File: config.mk
export PLATFORM = sky130hd
export DESIGN_NAME = pcm_queue
export DESIGN_NICKNAME = d
export VERILOG_FILES = /design/src/design/pcm_pkg.sv /design/src/design/pcm_queue.sv
export SDC_FILE = /design/constraint.sdc
export NUM_CORES = 1
export LEC_CHECK = 0
export ABC_CLOCK_PERIOD_IN_PS = 20500
export BUFFER_PORTS_ARGS = -buffer_cell sky130_fd_sc_hd__clkbuf_2
export CORE_ASPECT_RATIO = 1.5
export CORE_MARGIN = 8
export CORE_UTILIZATION = 60
export CTS_CLUSTER_DIAMETER = 40
export DETAILED_ROUTE_END_ITERATION = 10
export PLACE_DENSITY = 0.82
export REMOVE_ABC_BUFFERS = 1
export SLEW_MARGIN = 10
export SYNTH_ARGS = -nofsm -noshare
export SYNTH_HDL_FRONTEND = slang
export SYNTH_SLANG_ARGS = --single-unit
File: constraint.sdc
create_clock -name clock -period 20.5 [get_ports clock]
set_clock_uncertainty 0.05 [all_clocks]
set_input_delay 2.05 -clock clock [delete_from_list [all_inputs] [get_ports clock]]
set_output_delay 2.05 -clock clock [all_outputs]
set_load 0.01 [all_outputs]
File: src/design/pcm_pkg.sv
// Shared constants, word types and codes for the perspective coordinate map
package pcm_pkg;

   localparam int COORD_WIDTH     = 16;
   localparam int FRAC_BITS       = 16;
   localparam int COEF_WIDTH      = 32;
   localparam int CSR_INDEX_WIDTH = 4;
   localparam int PROD_WIDTH      = 2 * COEF_WIDTH;
   localparam int K_WIDTH         = 2 * COEF_WIDTH + 2;
   localparam int SPLIT_BITS      = K_WIDTH / 2;
   localparam int WIDE_WIDTH      = K_WIDTH + COORD_WIDTH + 6;
   localparam int DIV_WIDTH       = WIDE_WIDTH + COORD_WIDTH;
   localparam int FWD_ARG_WIDTH   = COORD_WIDTH + 1;
   localparam int FWD_PROD_WIDTH  = COEF_WIDTH + FWD_ARG_WIDTH;
   localparam int QUEUE_DEPTH     = 4;
   localparam int QUEUE_PTR_WIDTH = $clog2(QUEUE_DEPTH);
   localparam int QUEUE_CNT_WIDTH = $clog2(QUEUE_DEPTH + 1);
   localparam int REFRESH_WIDTH   = 2;
   localparam logic [REFRESH_WIDTH-1:0] REFRESH_CYCLES = 2'd2;

   localparam logic signed [COEF_WIDTH-1:0] COEF_A_RESET = 32'sd711289;
   localparam logic signed [COEF_WIDTH-1:0] COEF_B_RESET = 32'sd1769472;
   localparam logic signed [COEF_WIDTH-1:0] COEF_C_RESET = -32'sd27759162;
   localparam logic signed [COEF_WIDTH-1:0] COEF_D_RESET = 32'sd65536;
   localparam logic signed [COEF_WIDTH-1:0] COEF_E_RESET = 32'sd2017178;
   localparam logic signed [COEF_WIDTH-1:0] COEF_F_RESET = -32'sd16462296;
   localparam logic signed [COEF_WIDTH-1:0] COEF_G_RESET = 32'sd0;
   localparam logic signed [COEF_WIDTH-1:0] COEF_H_RESET = 32'sd45686;

   typedef enum logic [CSR_INDEX_WIDTH-1:0] {
      CSR_COEF_A = 4'd0,
      CSR_COEF_B = 4'd1,
      CSR_COEF_C = 4'd2,
      CSR_COEF_D = 4'd3,
      CSR_COEF_E = 4'd4,
      CSR_COEF_F = 4'd5,
      CSR_COEF_G = 4'd6,
      CSR_COEF_H = 4'd7
   } csr_index_type;

   typedef enum logic {
      CMD_FORWARD = 1'b0,
      CMD_REVERSE = 1'b1
   } cmd_type;

   typedef struct packed {
      cmd_type                       command;
      logic signed [COORD_WIDTH-1:0] coord_row;
      logic signed [COORD_WIDTH-1:0] coord_col;
   } req_word_type;

   typedef struct packed {
      logic signed [COORD_WIDTH-1:0] result_x;
      logic signed [COORD_WIDTH-1:0] result_y;
      logic                          zero_divisor;
   } rsp_word_type;

   typedef struct packed {
      logic signed [COEF_WIDTH-1:0] coef_a;
      logic signed [COEF_WIDTH-1:0] coef_b;
      logic signed [COEF_WIDTH-1:0] coef_c;
      logic signed [COEF_WIDTH-1:0] coef_d;
      logic signed [COEF_WIDTH-1:0] coef_e;
      logic signed [COEF_WIDTH-1:0] coef_f;
      logic signed [COEF_WIDTH-1:0] coef_g;
      logic signed [COEF_WIDTH-1:0] coef_h;
   } coef_set_type;

   // coefficient-only terms of the closed-form inverse
   typedef struct packed {
      logic signed [K_WIDTH-1:0] k_det0;
      logic signed [K_WIDTH-1:0] k_det_y;
      logic signed [K_WIDTH-1:0] k_det_x;
      logic signed [K_WIDTH-1:0] k_u0;
      logic signed [K_WIDTH-1:0] k_u_y;
      logic signed [K_WIDTH-1:0] k_u_x;
      logic signed [K_WIDTH-1:0] k_v0;
      logic signed [K_WIDTH-1:0] k_v_y;
      logic signed [K_WIDTH-1:0] k_v_x;
   } derived_type;

   typedef struct packed {
      logic signed [WIDE_WIDTH-1:0] num_x;
      logic signed [WIDE_WIDTH-1:0] num_y;
      logic signed [WIDE_WIDTH-1:0] den;
      logic                         round_half;
      logic                         zero_den;
   } div_job_type;

   typedef struct packed {
      logic empty;
      logic almost_full;
   } queue_status_type;

endpackage

File: src/design/pcm_queue.sv
// Short job queue between the front end and the divider
module pcm_queue (
   input  logic                       clock,
   input  logic                       reset,
   input  logic                       push,
   input  pcm_pkg::div_job_type       push_job,
   input  logic                       pop,
   output logic                       head_valid,
   output pcm_pkg::div_job_type       head_job,
   output pcm_pkg::queue_status_type  status
);

   pcm_pkg::div_job_type mem [pcm_pkg::QUEUE_DEPTH];
   pcm_pkg::div_job_type head_ff;
   logic head_valid_ff, head_valid_in;
   logic [pcm_pkg::QUEUE_PTR_WIDTH-1:0] wr_ptr_ff, wr_ptr_in, rd_ptr_ff, rd_ptr_in;
   logic [pcm_pkg::QUEUE_CNT_WIDTH-1:0] count_ff, count_in;
   logic do_pop;

   assign do_pop = pop && (count_ff != '0);

   always_comb begin
      wr_ptr_in     = push ? wr_ptr_ff + 1'b1 : wr_ptr_ff;
      rd_ptr_in     = do_pop ? rd_ptr_ff + 1'b1 : rd_ptr_ff;
      count_in      = count_ff + (push ? 1'b1 : 1'b0) - (do_pop ? 1'b1 : 1'b0);
      head_valid_in = do_pop;
   end

   always_ff @(posedge clock) begin
      if (reset) begin
         wr_ptr_ff     <= '0;
         rd_ptr_ff     <= '0;
         count_ff      <= '0;
         head_valid_ff <= 1'b0;
      end else begin
         wr_ptr_ff     <= wr_ptr_in;
         rd_ptr_ff     <= rd_ptr_in;
         count_ff      <= count_in;
         head_valid_ff <= head_valid_in;
      end
   end

   always_ff @(posedge clock) begin
      if (push) begin
         mem[wr_ptr_ff] <= push_job;
      end
      if (do_pop) begin
         head_ff <= mem[rd_ptr_ff];
      end
   end

   assign head_valid         = head_valid_ff;
   assign head_job           = head_ff;
   assign status.empty       = (count_ff == '0);
   assign status.almost_full = (count_ff >= pcm_pkg::QUEUE_CNT_WIDTH'(pcm_pkg::QUEUE_DEPTH - 1));

endmodule

=== Word level (Yosys, flattened, before mapping) ===
Memories as Yosys holds them, arrays and structs flattened. A register that Yosys moved wholly into a read port is not among the register bits.
Index checks and enable logic that the tools add are counted.

* Output and inout bits: 269
* Input port bits: 270
* Register bits after elaboration: 8
* Memories: 1
* Memory bits (writable): 1064

{| class="wikitable"
|+ Memories
! name !! depth !! bits a word !! rd ports !! clocked after Yosys merged registers in !! wr ports !! RTL line !! RTL
|-
| mem || 4 || 266 || 1 || 1 || 1 || pcm_queue.sv:13 || <nowiki>pcm_pkg::div_job_type mem [pcm_pkg::QUEUE_DEPTH];</nowiki>
|}

* $lt $le $gt $ge: 1
* Reduce and logical (&&, ||, !) cells: 3
* Add/sub/neg operators: 4
* Muxes and demuxes: 4

{| class="wikitable"
|+ Operators by type and width
! cell !! count
|-
| $add 2x1->2 const B || 2
|-
| $mux 1 || 4
|-
| $add 3x1->3 || 1
|-
| $ge 3x2->1 const B || 1
|-
| $logic_not 3->1 || 1
|-
| $reduce_bool 3->1 || 1
|-
| $sub 3x1->3 || 1
|-
| $logic_and 1x1->1 || 1
|}

=== Logic depth before layout (Yosys ltp) ===
Gate-level depths: netlist of the first run.

* Word-level depth: 4
* Mapped depth: 7

=== Worst setup path after synthesis of the first run ===
No wires, ideal clock.

* Kind: input -> register
* Start point: in pop
* End point: reg count_ff[1] (netlist name)
* Stages on the path: 6
* Buffers on the path: 0
* Setup slack: 10.006 ns
* Library setup time: 0.128 ns
* Arrival: 10.316 ns
* Cells stage by stage: o31a_1 ha_1 inv_1 ha_1 fa_1 nor2b_1

* Cells in the longest elaborated chain, start to end: 3

{| class="wikitable"
|+ RTL lines
! what !! RTL line !! RTL
|-
| from (decl) || pcm_queue.sv:7 || <nowiki>input logic pop,</nowiki>
|-
| $logic_and 1x1->1 || pcm_queue.sv:20 || <nowiki>assign do_pop = pop && (count_ff != '0);</nowiki>
|-
| $mux 1 || pcm_queue.sv:25 || <nowiki>count_in = count_ff + (push ? 1'b1 : 1'b0) - (do_pop ? 1'b1 : 1'b0);</nowiki>
|-
| $sub 3x1->3 || pcm_queue.sv:25 ||
|-
| named net count_in, one bit || pcm_queue.sv:17 || <nowiki>logic [pcm_pkg::QUEUE_CNT_WIDTH-1:0] count_ff, count_in;</nowiki>
|-
| to (signal assigned) || pcm_queue.sv:38 || <nowiki>count_ff <= count_in;</nowiki>
|-
| to (decl) || pcm_queue.sv:17 ||
|}

The timed path passes the listed nets, and every way through them passes these cells.
A chain may end at the register's enable or synchronous reset.

=== Worst setup path after layout of the first run ===
* Start point: in push
* End point: mem mem[2][159] (netlist name), enable pin

* Cells in the longest elaborated chain, start to end: 2

{| class="wikitable"
|+ RTL lines
! what !! RTL line !! RTL
|-
| from (decl) || pcm_queue.sv:5 || <nowiki>input logic push,</nowiki>
|-
| $mux 1 || pcm_queue.sv:44 || <nowiki>if (push) begin</nowiki>
|-
| $mux 1 (implied by the code) || pcm_queue.sv:45 || <nowiki>mem[wr_ptr_ff] <= push_job;</nowiki>
|-
| to (decl) || pcm_queue.sv:13 ||
|}

Every way passes these cells.

==> flow_summary.json, run 1 <==
{
  "status": "finished, final reports clean",
  "p_seq_share_pct": 51.1,
  "p_sw_uw": 1673,
  "grt_setup_unrepaired": "false",
  "hold_path_class": "reg2reg",
  "p_sw_share_pct": 24.44,
  "finalNetCount": 2614,
  "cts_sinks": 1338,
  "drv_slew": 0,
  "hold_viol": 0,
  "track_usage_pct": 23.11,
  "cts_buffers": 131,
  "dieWidth_um": 244.1,
  "layout_commonest_cell": "edfxtp_1",
  "drtAntennaViolNets": 0,
  "clock_power_share_pct": 35.1,
  "ctsHoldBuffers": 0,
  "ir_worst_vdd_mv": 0.1130,
  "postSynthAreaPerCell_um2": 27.49,
  "fmax_mhz": 190.8,
  "ctsRootBufferMaster": "clkbuf_16",
  "drv_cap": 0,
  "drc": 0,
  "critPathArrivalTime_ps": 5510,
  "end_kind": "register",
  "grt.overflow.total": 0,
  "syn2layout_area_growth_pct": 17.46,
  "drt-vias-per-instance": 5.951,
  "first_pass_iters": 5,
  "fin_tns_setup_ps": 0,
  "startpoint_type": "primary input",
  "worst_hold_slack_ps": 541.3,
  "wl_um": 102400,
  "post_drt_wl_per_cell_um": 29.37,
  "synthCells": 1704,
  "clk_latency_ps": 710,
  "p_comb_share_pct": 13.8,
  "fp.dieH_um": 358.2,
  "maxSlewHeadroom_pct": 18.86,
  "dp_cells": 3219,
  "synth_seq_cells": 1338,
  "antenna_found_initial": 35,
  "synth_edf_count": 1330,
  "htree_levels": 4,
  "async_flop_share_pct": 0,
  "start_util_pct": 60.50,
  "clkSlewWorstSetupHoldPaths_ps": 60,
  "rows": 125,
  "period_needed_ps": 5241,
  "critPathRequiredTime_ps": 20770,
  "cts_tree": "built",
  "drt-initial-drc-count": 1767,
  "via_count": 20740,
  "power_density_nw_per_um2": 124.4,
  "drive_gt1_share_pct": 42.72,
  "leakagePower_uw": 0.01838,
  "finalCritPeriodShare_pct": 25.56,
  "stdcell_count": 3485,
  "grt_max_degree": 161,
  "ys_seq_area_share_pct": 85.62,
  "cts_buffer_depth": 3,
  "yosys_warnings": 0,
  "intPower_uw": 5172,
  "final_cell_mix": "edfxtp_1 (1330), clkbuf_2 (538), mux4_2 (266)",
  "coreArea_um2": 77420,
  "dp_hpwl_um": 59770,
  "synthDistinctLibCells": 21,
  "ys.flop_type": "edfxtp_1",
  "synth.cell_area_um2": 46830,
  "globalplace.congestion": 0.7980,
  "critPathMaxFanout": 70,
  "io_pins": 539,
  "cts-resized-gates": 0,
  "grt_pass1_wl_um": 146600,
  "grt_pass1_vias": 22440,
  "cts_setup_buffers": 0,
  "die-area_um2": 87440,
  "numPortBuffers": 538,
  "setup_viol_count_final": 0,
  "worst_pin_slew_ps": 1217,
  "critical_path_class": "in2reg"
}
synth_stat cells, types with 2 or more instances:
| cell type | count | area, um2 |
|---|---|---|
| xnor2_1 | 2 | 17.52 |
| clkbuf_1 | 7 | 26.28 |
| nor2b_1 | 5 | 31.28 |
| buf_2 | 28 | 140.1 |
| dfxtp_1 | 8 | 160.2 |
| inv_1 | 7 | 26.28 |
| buf_6 | 25 | 281.5 |
| edfxtp_1 | 1330 | 39940 |
| and2_1 | 4 | 25.02 |
| ha_1 | 7 | 87.58 |
| mux2_2 | 2 | 22.52 |
| nor2_1 | 5 | 18.77 |
| mux4_2 | 266 | 5991 |
power groups by stage:
stage	sequential [uW]	combinational (uW)	clock (uW)
final	3500	946	2400
after detailed placement	3550	958	0
after global routing	3520	1010	2530
after floorplan	3730	638	0
after CTS	3500	969	2440
after global placement	3530	929	0
path summary, 6_finish.rpt:
kind	start	endpoint	slack, ps	cells past startpoint
max	push	mem[2][159]$_DFFE_PP_	15260	5
min	wr_ptr_ff[1]$_SDFFE_PP0P_	wr_ptr_ff[1]$_SDFFE_PP0P_	540	2
max reg2reg	wr_ptr_ff[0]$_SDFFE_PP0P_	mem[2][159]$_DFFE_PP_	16230	6
min reg2reg	wr_ptr_ff[1]$_SDFFE_PP0P_	wr_ptr_ff[1]$_SDFFE_PP0P_	540	2
through the flow:
stage	power, uW	setup WS [ps]	cell area [um2]	util [%]
floorplan	4372	7677	46380	-
global placement	4464	14500	50580	65.33
detailed placement	4504	14450	50580	65.33
CTS	6905	15230	54930	70.96
global route	7064	15080	54990	71.03
finish	6845	15260	55010	71.06
critical path, stage by stage:
cell and delay [ps]:
clkbuf_2 190, and2_4 660, buf_4 830, buf_4 880
buf_4 730
layer usage:
metal | share of wire, % | wire (um) | vias to the layer above | GRT usage (%)
li1 | - | - | 8659 | -
met1 | 35 | 35990 | 10890 | 27.26
met2 | 51 | 52610 | 956 | 38.83
met3 | 8.8 | 8959 | 226 | 7.268
met4 | 4.6 | 4721 | 12 | 10.78
met5 | 0.078 | 80 | - | 0
layout make-up:
class / instances / area, um2
multi-input cells: 298 / 6266
well taps: 1016 / 1271
flip-flops and latches: 1338 / 40110
clock buffers: 149 / 3431
diodes: 32 / 80.08
fillers: 4330 / 22410
inverters: 7 / 26.28
repair buffers: 560 / 2908
clock inverters: 85 / 924.6
flip-flops by register name, summed over array words and instances, names as in the netlist:
| name | count |
|---|---|
| head_valid | 1 |
| count_ff | 3 |
| mem | 1064 |
| head_job | 266 |
| rd_ptr_ff | 2 |
| wr_ptr_ff | 2 |
cell families (layout without fill, tap and decap cells):
group	count (synthesis)	count (layout)	synth area share (%)
simple gates	16	16	0.1790
other cells	0	32	0
compound gates	3	3	0.04808
xor+xnor	2	2	0.03741
mux	269	269	12.86
buf+inv	68	801	1.029
fa+ha+maj	8	8	0.2297
flops	1338	1338	85.62
No activity file was read; power rests on OpenSTA's default activity.
==> run 2, diff against run 1 <==
Settings changed: ABC_CLOCK_PERIOD_IN_PS 20500 to 4500, CORE_UTILIZATION 60 to 52, PLACE_DENSITY 0.82 to 0.75.
Clock period 20.5 ns to 4.5 ns, I/O delays scaled along.
==> flow_summary.json, run 2 (synthesized netlist as in run 1, its figures left out) <==
{
  "status": "finished, final reports clean",
  "layout_commonest_cell": "edfxtp_1",
  "drt-vias-per-instance": 5.569,
  "clkSlewWorstSetupHoldPaths_ps": 70,
  "post-route-util_pct": 64.65,
  "fin_tns_setup_ps": 0,
  "start_util_pct": 52.12,
  "hold_path.startpoint": "push",
  "cts_sinks": 1338,
  "power_density_nw_per_um2": 540.7,
  "ctsRootBufferMaster": "clkbuf_16",
  "hold_path_class": "in2reg",
  "drt-initial-drc-count": 1625,
  "critPathLaunch": "rd_ptr_ff[0]$_SDFFE_PP0P_",
  "syn2layout_area_growth_pct": 24.05,
  "critPathMaxFanout": 37,
  "grt_max_degree": 115,
  "grt_setup_unrepaired": "false",
  "critPathRequiredTime_ps": 4890,
  "grt.overflow.total": 0,
  "cts-resized-gates": 0,
  "rows": 135,
  "period_needed_ps": 2402,
  "maxSlewHeadroom_pct": 33.79,
  "grt_pass1_vias": 23400,
  "grt_pass1_wl_um": 149500,
  "multi_input_area_um2": 6266,
  "fmax_mhz": 416.3,
  "htree_levels": 3,
  "dp_hpwl_um": 60340,
  "drtAntennaViolNets": 0,
  "fp.dieH_um": 383.6,
  "fill_cells": 5594,
  "setup_viol_count_final": 0,
  "drc": 0,
  "worst_pin_slew_ps": 993.2,
  "die-area_um2": 100100,
  "ir_worst_vdd_mv": 0.4196,
  "end_kind": "register",
  "post_drt_wl_per_cell_um": 26.56,
  "drv_cap": 0,
  "cts_setup_buffers": 0,
  "io_pins": 539,
  "final-seq-area_um2": 40110,
  "ctsHoldBuffers": 267,
  "antenna_found_initial": 14,
  "hold_viol": 0,
  "drive_gt1_share_pct": 38.84,
  "clk_latency_ps": 700,
  "critical_path_class": "reg2reg",
  "drv_slew": 0,
  "top_register": "mem",
  "cts_tree": "built",
  "cts_buffers": 119,
  "via_count": 21680,
  "startpoint_type": "register",
  "finalNetCount": 2886,
  "dieWidth_um": 261.0,
  "place_area_um2": 51100,
  "coreArea_um2": 89860,
  "largest_reg_flops": 1064,
  "cts_buffer_depth": 3,
  "numPortBuffers": 538,
  "first_pass_iters": 5,
  "wl_um": 103400,
  "leakagePower_uw": 0.01960,
  "critPathArrivalTime_ps": 2790,
  "globalplace.congestion": 0.7686,
  "worstReg2RegStart": "rd_ptr_ff[0]$_SDFFE_PP0P_",
  "finalCritPeriodShare_pct": 53.38,
  "final_cell_area_um2": 58100,
  "final_cell_mix": "edfxtp_1 (1330), clkbuf_2 (538), dlygate4sd3_1 (267)",
  "track_usage_pct": 20.30
}
## run 2: cell types whose count changed in the layout (fill, tap and decap cells not counted), sizes merged
| cell | change |
|---|---|
| buf | +17 |
| diode | -16 |
| clkinvlp | +1 |
| clkinv | +4 |
| clkbuf | -17 |
| dlygate4sd3 | +267 |
| inv | -4 |
| bufinv | +9 |
## run 2: power breakdown
part           switching (uW)  internal [uW]
Combinational            2550           2120
Clock                    4600           6280
Sequential                532          15300
## run 2: layer usage
metal | wire length, um | GRT usage, % | part of all wire (%)
met1 | 37170 | 23.81 | 36
met2 | 53880 | 35.32 | 52
met3 | 7729 | 4.849 | 7.5
met4 | 4612 | 9.209 | 4.5
met5 | 36 | 0 | 0.035
## run 2: worst max-delay path, stage by stage (launching register included)
cell,delay (ps)
dfxtp_4,970
buf_4,480
mux4_2,620
## run 2: worst paths after layout
path | slack (ps) | depth (start not counted) | endpoint
min reg2reg | 540 | 2 | wr_ptr_ff[0]$_SDFFE_PP0P_
max reg2reg | 2100 | 2 | head_job[125]$_DFFE_PP_
max | 2100 | 2 | head_job[125]$_DFFE_PP_
min | 120 | 3 | wr_ptr_ff[0]$_SDFFE_PP0P_
## run 2: through the flow
stage / cells / hold slack, ps / power [uW] / setup slack (ps)
global route: 3888 / 104.2 / 32460 / 1936
CTS: 3878 / 31.90 / 31640 / 2051
detailed placement: 3384 / 508.2 / 20610 / 2030
finish: 3894 / 124.9 / 31410 / 2098
floorplan: 1643 / 463.6 / 18910 / -8323
global placement: 3384 / 493.1 / 20460 / 2065
## run 2: layout make-up
cell class | count | area share (%)
timing repair buffer | 844 | 10.19
inverter | 7 | 0.04523
clock buffer | 132 | 5.283
sequential | 1338 | 69.03
clock inverter | 95 | 2.089
multi-input combinational | 298 | 10.79
antenna | 16 | 0.06892
tap | 1164 | 2.507
